File: src/rtl/jtsc_ram.sv
// Generic single-write, single-read RAM with registered read data
`timescale 1ns / 1ps
module jtsc_ram #(
    parameter int WIDTH = 1,
    parameter int DEPTH = 64,
    parameter int AW    = (DEPTH > 1) ? $clog2(DEPTH) : 1
) (
    input  logic             clk,
    input  logic             we,
    input  logic [AW-1:0]    waddr,
    input  logic [WIDTH-1:0] wdata,
    input  logic [AW-1:0]    raddr,
    output logic [WIDTH-1:0] rdata
);

    logic [WIDTH-1:0] mem [DEPTH];

    // read returns the old word on a same-address write
    always_ff @(posedge clk)
    begin
        if (we)
        begin
            mem[waddr] <= wdata;
        end
        rdata <= mem[raddr];
    end

endmodule

File: config.mk
export PLATFORM = sky130hd
export DESIGN_NAME = jtsc_ram
export DESIGN_NICKNAME = d
export VERILOG_FILES = /design/src/rtl/jtsc_ram.sv
export SDC_FILE = /design/constraint.sdc
export NUM_CORES = 1
export LEC_CHECK = 0
export ABC_AREA = 1
export BUFFER_PORTS_ARGS = -buffer_cell sky130_fd_sc_hd__clkbuf_2
export CAP_MARGIN = 20
export CORE_MARGIN = 3
export CORE_UTILIZATION = 47
export CTS_CLUSTER_DIAMETER = 120
export DETAILED_ROUTE_END_ITERATION = 12
export GPL_ROUTABILITY_DRIVEN = 1
export PLACE_DENSITY_LB_ADDON = 0.08
export SYNTH_ARGS = -nofsm -noshare
export SYNTH_HDL_FRONTEND = slang
export SYNTH_SLANG_ARGS = --single-unit
File: constraint.sdc
create_clock -name clk -period 0.9 [get_ports clk]
set_input_delay 0.09 -clock clk [delete_from_list [all_inputs] [get_ports clk]]
set_output_delay 0.09 -clock clk [all_outputs]
set_load 0.05 [all_outputs]
==> out/metrics.csv, run 1 <==
stage;metric;value;unit
power_and_ir_drop;Max rail drop VDD;1.463;mV
die;die span in y;86.50;um
power_and_ir_drop;part of the power in combinational logic;10.4;%
detailed_routing;antenna-violating nets left;0;
timing;setup TNS;-0.1984;ns
status;failing checks;negative setup slack;
synthesis;area fraction of the dominant cell type after synthesis;63.11;%
timing;slew margin rel.;77.19;%
detailed_routing;drt total wl;7143;um
grt;largest net degree at the start of global routing;65;
synthesis;sequential cell area fraction in the yosys report;63.76;%
timing;worst-margin pin slew;0.3395;ns
timing;Setup Skew;0.006449;ns
detailed_routing;Pre-antenna DRT Iters;4;
die;core box area;6096;um2
critical_path;Crit path buffers/inverters;0;
synthesis;mean post-synth cell area;9.699;um2
synthesis;Syn Nets;329;
hold_path;Min-Delay Path Class;input pin to flip-flop;
clock_tree;clk sinks;65;
critical_path;max incr delay on CP;0.38;ns
die;die width;86.50;um
synthesis;yosys warns;0;
place;HPWL Detailed;4808;um
clock_tree;CTS tree;built;
place;IO Port Bufs;15;
timing;Slew Limit Fails;0;
die;# rows;28;
critical_path;Setup crit end kind;flip-flop;
synthesis;asr flop ratio synth;0;%
status;status;finished with violations;
synthesis;Post-synth EDFFs;64;
finish;Design Area, Final;3730;um2
critical_path;CP Cell Sequence;nand2_1 -> nand3_1 -> nand3_1 -> nand2_2 -> nand2_1 -> nand3_1 -> nand3_1 -> nand2_1;
timing;worst setup margin;-0.1734;ns
clock_tree;Post-CTS Setup Bufs;0;
synthesis;Yosys cell types;14;
finish;Multi-input gate area;1046;um2
clock_tree;CTS clk-pin slew, worst paths;0.07;ns
synthesis;Syn Std Cell Area;3045;um2
critical_path;CP delay by family, top;simple AND/OR/NAND/NOR gates;
timing;fin crit share;119.3;%
synthesis;Post-Syn Instances;314;
power_and_ir_drop;Internal Dissipation;4.838;mW
clock_tree;Root Buffer;clkbuf_8;
finish;Layout area overhead;22.47;%
place;RD Place Congestion;0.8520;
synthesis;top cells by count, synth;nand2_1 (86), edfxtp_1 (64), nand3_1 (61), nor2_1 (61), inv_1 (14);
clock_tree;Inserted Clock Buffers;9;
detailed_routing;DRC Markers;0;
detailed_routing;Iteration-0 DRC Markers;181;
grt;first-pass GRT wire length;11630;um
synthesis;Yosys reg bits;65;
job;Max-Cap Viols;0;
finish;layout cells sized above 1;24.66;%
power_and_ir_drop;part of the power in the clock network;37.0;%
timing;final setup fails;2;
timing;Hold Vio Cnt, Final;0;
power_and_ir_drop;Power Dens Cells;1710;nW/um2
timing;Achievable Freq;0.9316;GHz
clock_tree;hold buffers post-CTS;0;
critical_path;Max Fanout on Critical Path;1;
grt;GR Util All Layers;21.13;%
grt;initial antenna violation count;0;
timing;min cycle time layout;1.073;ns
power_and_ir_drop;static leakage;1.383;nW
detailed_routing;vias per cell;5.232;
power_and_ir_drop;sequential power share;52.6;%
finish;fin util;61.19;%
synthesis;synth top area cells;edfxtp_1 (63%), nand2_1 (11%), nand3_1 (10%);
critical_path;CP Class;flip-flop to flip-flop;
critical_path;CP Launch Type;flip-flop;
timing;RSZ-0062 raised after global routing;true;
finish;Fill cells;554;
finish;Ant. Diodes;0;
critical_path;WP data required;1.13;ns
critical_path;Arrival @ worst endpoint;1.31;ns
die;initial core utilization;49.96;%
synthesis;most common cell in the netlist;nand2_1;
clock_tree;H-Tree Depth;3;
detailed_routing;DR vias;2323;
finish;Final nets;379;
grt;global route total overflow;0;
power_and_ir_drop;Final Power;6.380;mW
finish;register area;1942;um2
place;placed cell count;428;
critical_path;critical path's slowest cell;edfxtp_1;
critical_path;most frequent CP cell;nand3_1;
finish;final cell count without fillers;444;
power_and_ir_drop;switch share;24.16;%
synthesis;Synth Flop Type;edfxtp_1;
die;die area;7481;um2
place;Placement Cell Area;3477;um2
detailed_routing;Avg WL per Cell;16.09;um
synthesis;Yosys top cell by area;edfxtp_1;
clock_tree;clock latency on the worst-skew pair;0.33;ns
power_and_ir_drop;sw power;1.542;mW
clock_tree;Clock Path Buffers;2;
die;IO Pins;16;
grt;number of global-route vias before repair;2314;
==> final timing paths <==
kind,from,slack [ns],to,cells past startpoint
min reg2reg,mem[62],0.81,rdata,8
max reg2reg,mem[37],-0.17,rdata,8
max,mem[37],-0.17,rdata,8
min,raddr[5],0.02,rdata,3
==> metal layers <==
metal	wire, um	vias up	track usage (%)	part of all wire [%]
met3	378	4	5.133	5.3
met4	46	0	5.241	0.64
met5	0	-	0	0
met1	3401	1094	31.00	48
met2	3316	55	31.78	46
li1	-	1170	-	-
==> what timing repair did <==
item | CTS | global route
cloned | 0 | 0
pin swaps | 3 | 10
setup endpoints to repair | 2 | 16
endpoints found under the hold margin | 0 | 0
gates resized for setup | 6 | 13
==> cells in the final DEF, fill, tap and decap left out, types with 2 or more instances in the layout <==
| cell type | instances |
|---|---|
| clkinvlp_4 | 3 |
| edfxtp_1 | 64 |
| clkbuf_8 | 9 |
| nand4_1 | 5 |
| inv_6 | 2 |
| nand2_1 | 81 |
| nand3_2 | 6 |
| clkbuf_2 | 13 |
| inv_1 | 11 |
| buf_4 | 35 |
| nor3_4 | 2 |
| nand2_2 | 5 |
| nor4_2 | 4 |
| nor3_1 | 2 |
| buf_12 | 2 |
| nor2_1 | 59 |
| nand3_1 | 54 |
| clkinv_2 | 4 |
==> state kept, by name, summed over array words and instances (netlist names) <==
| signal | count |
|---|---|
| rdata | 1 |
| mem | 64 |
==> kinds of logic after synthesis <==
group	count (synthesis)	share of synthesized area, %
AND/OR/NAND/NOR	221	30.65
buffers and inverters	28	5.587
flip-flops	65	63.76
==> power groups by stage <==
stage | Sequential [mW] | Combinational, mW | Clock, mW
5_1_grt | 3.36 | 0.731 | 2.59
2_1_floorplan | 3.44 | 0.335 | 0
3_5_place_dp | 3.42 | 0.630 | 0
3_3_place_gp | 3.42 | 0.623 | 0
6_report | 3.36 | 0.663 | 2.36
4_1_cts | 3.35 | 0.648 | 2.41
==> through the flow <==
step | setup WS, ns | hold WS [ns]
global route | -0.2701 | 0.03684
global placement | -0.2858 | 0.3551
detailed placement | -0.3124 | 0.3652
floorplan | -0.01576 | 0.1889
finish | -0.1734 | 0.01865
CTS | -0.1633 | 0.009179
==> worst reg2reg max path, delay by kind of cell, from the launching register on <==
family           cells  cell delay [ns]
flip-flops           1             0.38
AND/OR/NAND/NOR      8             0.60
==> area by class of cell <==
class                   instances  share of cell area, %
clock buffers                   9                  3.321
clock inverters                 7                  1.644
inverters                      16                  2.147
multi-input cells             221                  28.04
flip-flops and latches         65                  52.06
well taps                      75                  2.516
repair buffers                 51                  10.26
No activity file was read; power rests on OpenSTA's default activity.
==> run 2, diff against run 1 <==
--- a/config.mk
+++ b/config.mk
@@ -5,7 +5,6 @@
 export SDC_FILE = /design/constraint.sdc
 export NUM_CORES = 1
 export LEC_CHECK = 0
-export ABC_AREA = 1
 export BUFFER_PORTS_ARGS = -buffer_cell sky130_fd_sc_hd__clkbuf_2
 export CAP_MARGIN = 20
 export CORE_MARGIN = 3
==> run 2 against run 1 <==
The run still ends with negative setup slack left. Count of clock-buffer cells in the layout rose by 1. Register-to-register slack got worse by 0.78 ns. Critical path type unchanged. Area after synthesis fell by 4.3%. Critical path depth fell by 4.
==> out/metrics.csv, run 2 <==
stage;metric;value;unit
status;status;finished with violations;
status;failing checks;negative setup slack;
synthesis;area fraction of the dominant cell type after synthesis;65.95;%
die;die area;7181;um2
die;die width;84.74;um
finish;Reg with most FFs;mem;
timing;Hold Vio Cnt, Final;0;
power_and_ir_drop;static leakage;1.167;nW
timing;worst-margin pin slew;0.2940;ns
synthesis;most common cell in the netlist;nor2_1;
timing;final setup fails;2;
die;IO Pins;16;
critical_path;Setup crit end kind;flip-flop;
detailed_routing;drt total wl;6014;um
detailed_routing;DR vias;1831;
clock_tree;clock latency on the worst-skew pair;0.33;ns
detailed_routing;DRC Markers;0;
timing;slew margin rel.;80.35;%
timing;RSZ-0062 raised after global routing;true;
hold_path;Hold Path Origin;raddr[5];
timing;Setup Skew;0.007086;ns
timing;min cycle time layout;1.856;ns
grt;GR Util All Layers;18.23;%
grt;initial antenna violation count;0;
finish;layout cells sized above 1;42.34;%
synthesis;Post-Syn Instances;204;
job;Max-Cap Viols;0;
synthesis;Syn Nets;219;
grt;number of global-route vias before repair;1923;
grt;global route total overflow;0;
critical_path;R2R setup slack;-0.96;ns
synthesis;Post-synth EDFFs;64;
grt;first-pass GRT wire length;9715;um
synthesis;sequential cell area fraction in the yosys report;66.64;%
timing;Achievable Freq;0.5388;GHz
hold_path;hold path endpoint;rdata;
power_and_ir_drop;Power Dens Cells;1719;nW/um2
synthesis;top cells by count, synth;nor2_1 (67), edfxtp_1 (64), clkbuf_1 (10), mux4_2 (10), nand3_1 (9);
clock_tree;CTS tree;built;
finish;Ant. Diodes;0;
critical_path;CP Launch Type;flip-flop;
hold_path;Min-Delay Path Class;input pin to flip-flop;
synthesis;Yosys top cell by area;edfxtp_1;
place;RD Place Congestion;0.8030;
critical_path;Max Fanout on Critical Path;1;
detailed_routing;vias per cell;5.669;
critical_path;r2r endpoint;rdata;
finish;Layout area overhead;23.53;%
synthesis;yosys warns;0;
finish;Largest register FFs;64;
finish;Final nets;260;
timing;fin crit share;206.2;%
die;core box area;5956;um2
synthesis;asr flop ratio synth;0;%
critical_path;Worst Reg2Reg Path Length in Cells;4;
die;die span in y;84.74;um
die;# rows;28;
synthesis;Synth Flop Type;edfxtp_1;
finish;biggest regs;mem: 64 flops, rdata: 1 flops;
finish;most frequent cells in the layout;edfxtp_1 (64), nor2_1 (40), nor2_2 (26), buf_4 (24), clkbuf_2 (14);
clock_tree;Root Buffer;clkbuf_8;
power_and_ir_drop;Max rail drop VDD;0.9643;mV
timing;worst setup margin;-0.9561;ns
detailed_routing;Pre-antenna DRT Iters;4;
timing;setup TNS;-0.9851;ns
critical_path;WP data required;1.12;ns
synthesis;Syn Std Cell Area;2914;um2
detailed_routing;Avg WL per Cell;18.62;um
detailed_routing;Iteration-0 DRC Markers;152;
finish;Fill cells;492;
clock_tree;hold buffers post-CTS;0;
synthesis;Yosys reg bits;65;
critical_path;Arrival @ worst endpoint;2.07;ns
place;Place WS;-0.9522;ns
hold_path;Cells on Worst Hold Path;2;
clock_tree;H-Tree Depth;3;
clock_tree;CTS clk-pin slew, worst paths;0.07;ns
timing;Hold WS;0.04615;ns
detailed_routing;antenna-violating nets left;0;
timing;Slew Limit Fails;0;
place;IO Port Bufs;15;
synthesis;synth top area cells;edfxtp_1 (66%), nor2_1 (8.6%), mux4_2 (7.7%);
clock_tree;Clock Path Buffers;2;
synthesis;Yosys cell types;25;
synthesis;mean post-synth cell area;14.28;um2
critical_path;Crit Reg-Reg Startpoint;mem[23];
critical_path;CP Class;flip-flop to flip-flop;
die;initial core utilization;48.93;%
clock_tree;Inserted Clock Buffers;9;
finish;commonest non-fill, non-tap cell in the layout;edfxtp_1;
grt;largest net degree at the start of global routing;65;
finish;fin util;60.44;%
place;HPWL Detailed;4034;um
clock_tree;clk sinks;65;
run 2: timing repair:
item                                    CTS  global route
cloned                                    0             0
endpoints found under the setup margin    2             6
setup buffers                             0             1
resized for setup                         2             3
hold endpoints to repair                  0             0
run 2: worst max-delay path, stage by stage (launching register included):
cell,delay [ns]
edfxtp_1,0.37
mux4_2,0.48
mux4_2,0.49
or2_0,0.21
a32o_1,0.20
run 2: logic make-up (layout without fill, tap and decap cells):
family                 count (synthesis)  count (layout)  synth area share [%]
AND/OR/NAND/NOR                      104             104                 15.89
flip-flops                            65              65                 66.64
multiplexers                          17              17                 14.04
buffers and inverters                 12              56                 1.846
AO/OA/AOI/OAI                          6               6                 1.589
run 2: report_power, final:
| part | internal, mW | switching, mW | total (mW) |
|---|---|---|---|
| combinational | 0.260 | 0.322 | 0.582 |
| sequential | 3.35 | 0.00906 | 3.36 |
| clock | 1.23 | 1.01 | 2.25 |
run 2: how the worst max path moves through the flow:
stage | from | end | slack, ns | depth (start not counted)
after global placement | raddr[1] | rdata | -0.90 | 5
after global routing | mem[17] | rdata | -1.0 | 4
final | mem[23] | rdata | -0.96 | 4
after floorplan | mem[23] | rdata | -0.84 | 4
after detailed placement | raddr[1] | rdata | -0.95 | 5
after CTS | mem[23] | rdata | -0.96 | 4
run 2: cell type report:
type | instances | area [um2] | share of cell area [%]
Tap cell | 75 | 93.84 | 2.607
Timing Repair Buffer | 42 | 325.3 | 9.037
Clock buffer | 10 | 127.6 | 3.545
Clock inverter | 4 | 46.29 | 1.286
Sequential cell | 65 | 1942 | 53.95
Multi-Input combinational cell | 127 | 1065 | 29.58
run 2: stage by stage:
step | std cells | instance area (um2) | power [mW]
after CTS | 322 | 3581 | 6.219
after global placement | 308 | 3398 | 3.965
after detailed placement | 308 | 3398 | 3.986
final | 323 | 3600 | 6.188
after floorplan | 204 | 3132 | 3.759
after global routing | 323 | 3600 | 6.413
run 2: layer usage:
| layer | GRT usage (%) | vias to the layer above | part of all wire, % |
|---|---|---|---|
| met3 | 3.827 | 5 | 5.4 |
| met2 | 28.68 | 59 | 49 |
| met1 | 24.50 | 925 | 44 |
| met5 | 0 | - | 0 |
| met4 | 8.345 | 0 | 1.1 |
| li1 | - | 842 | - |
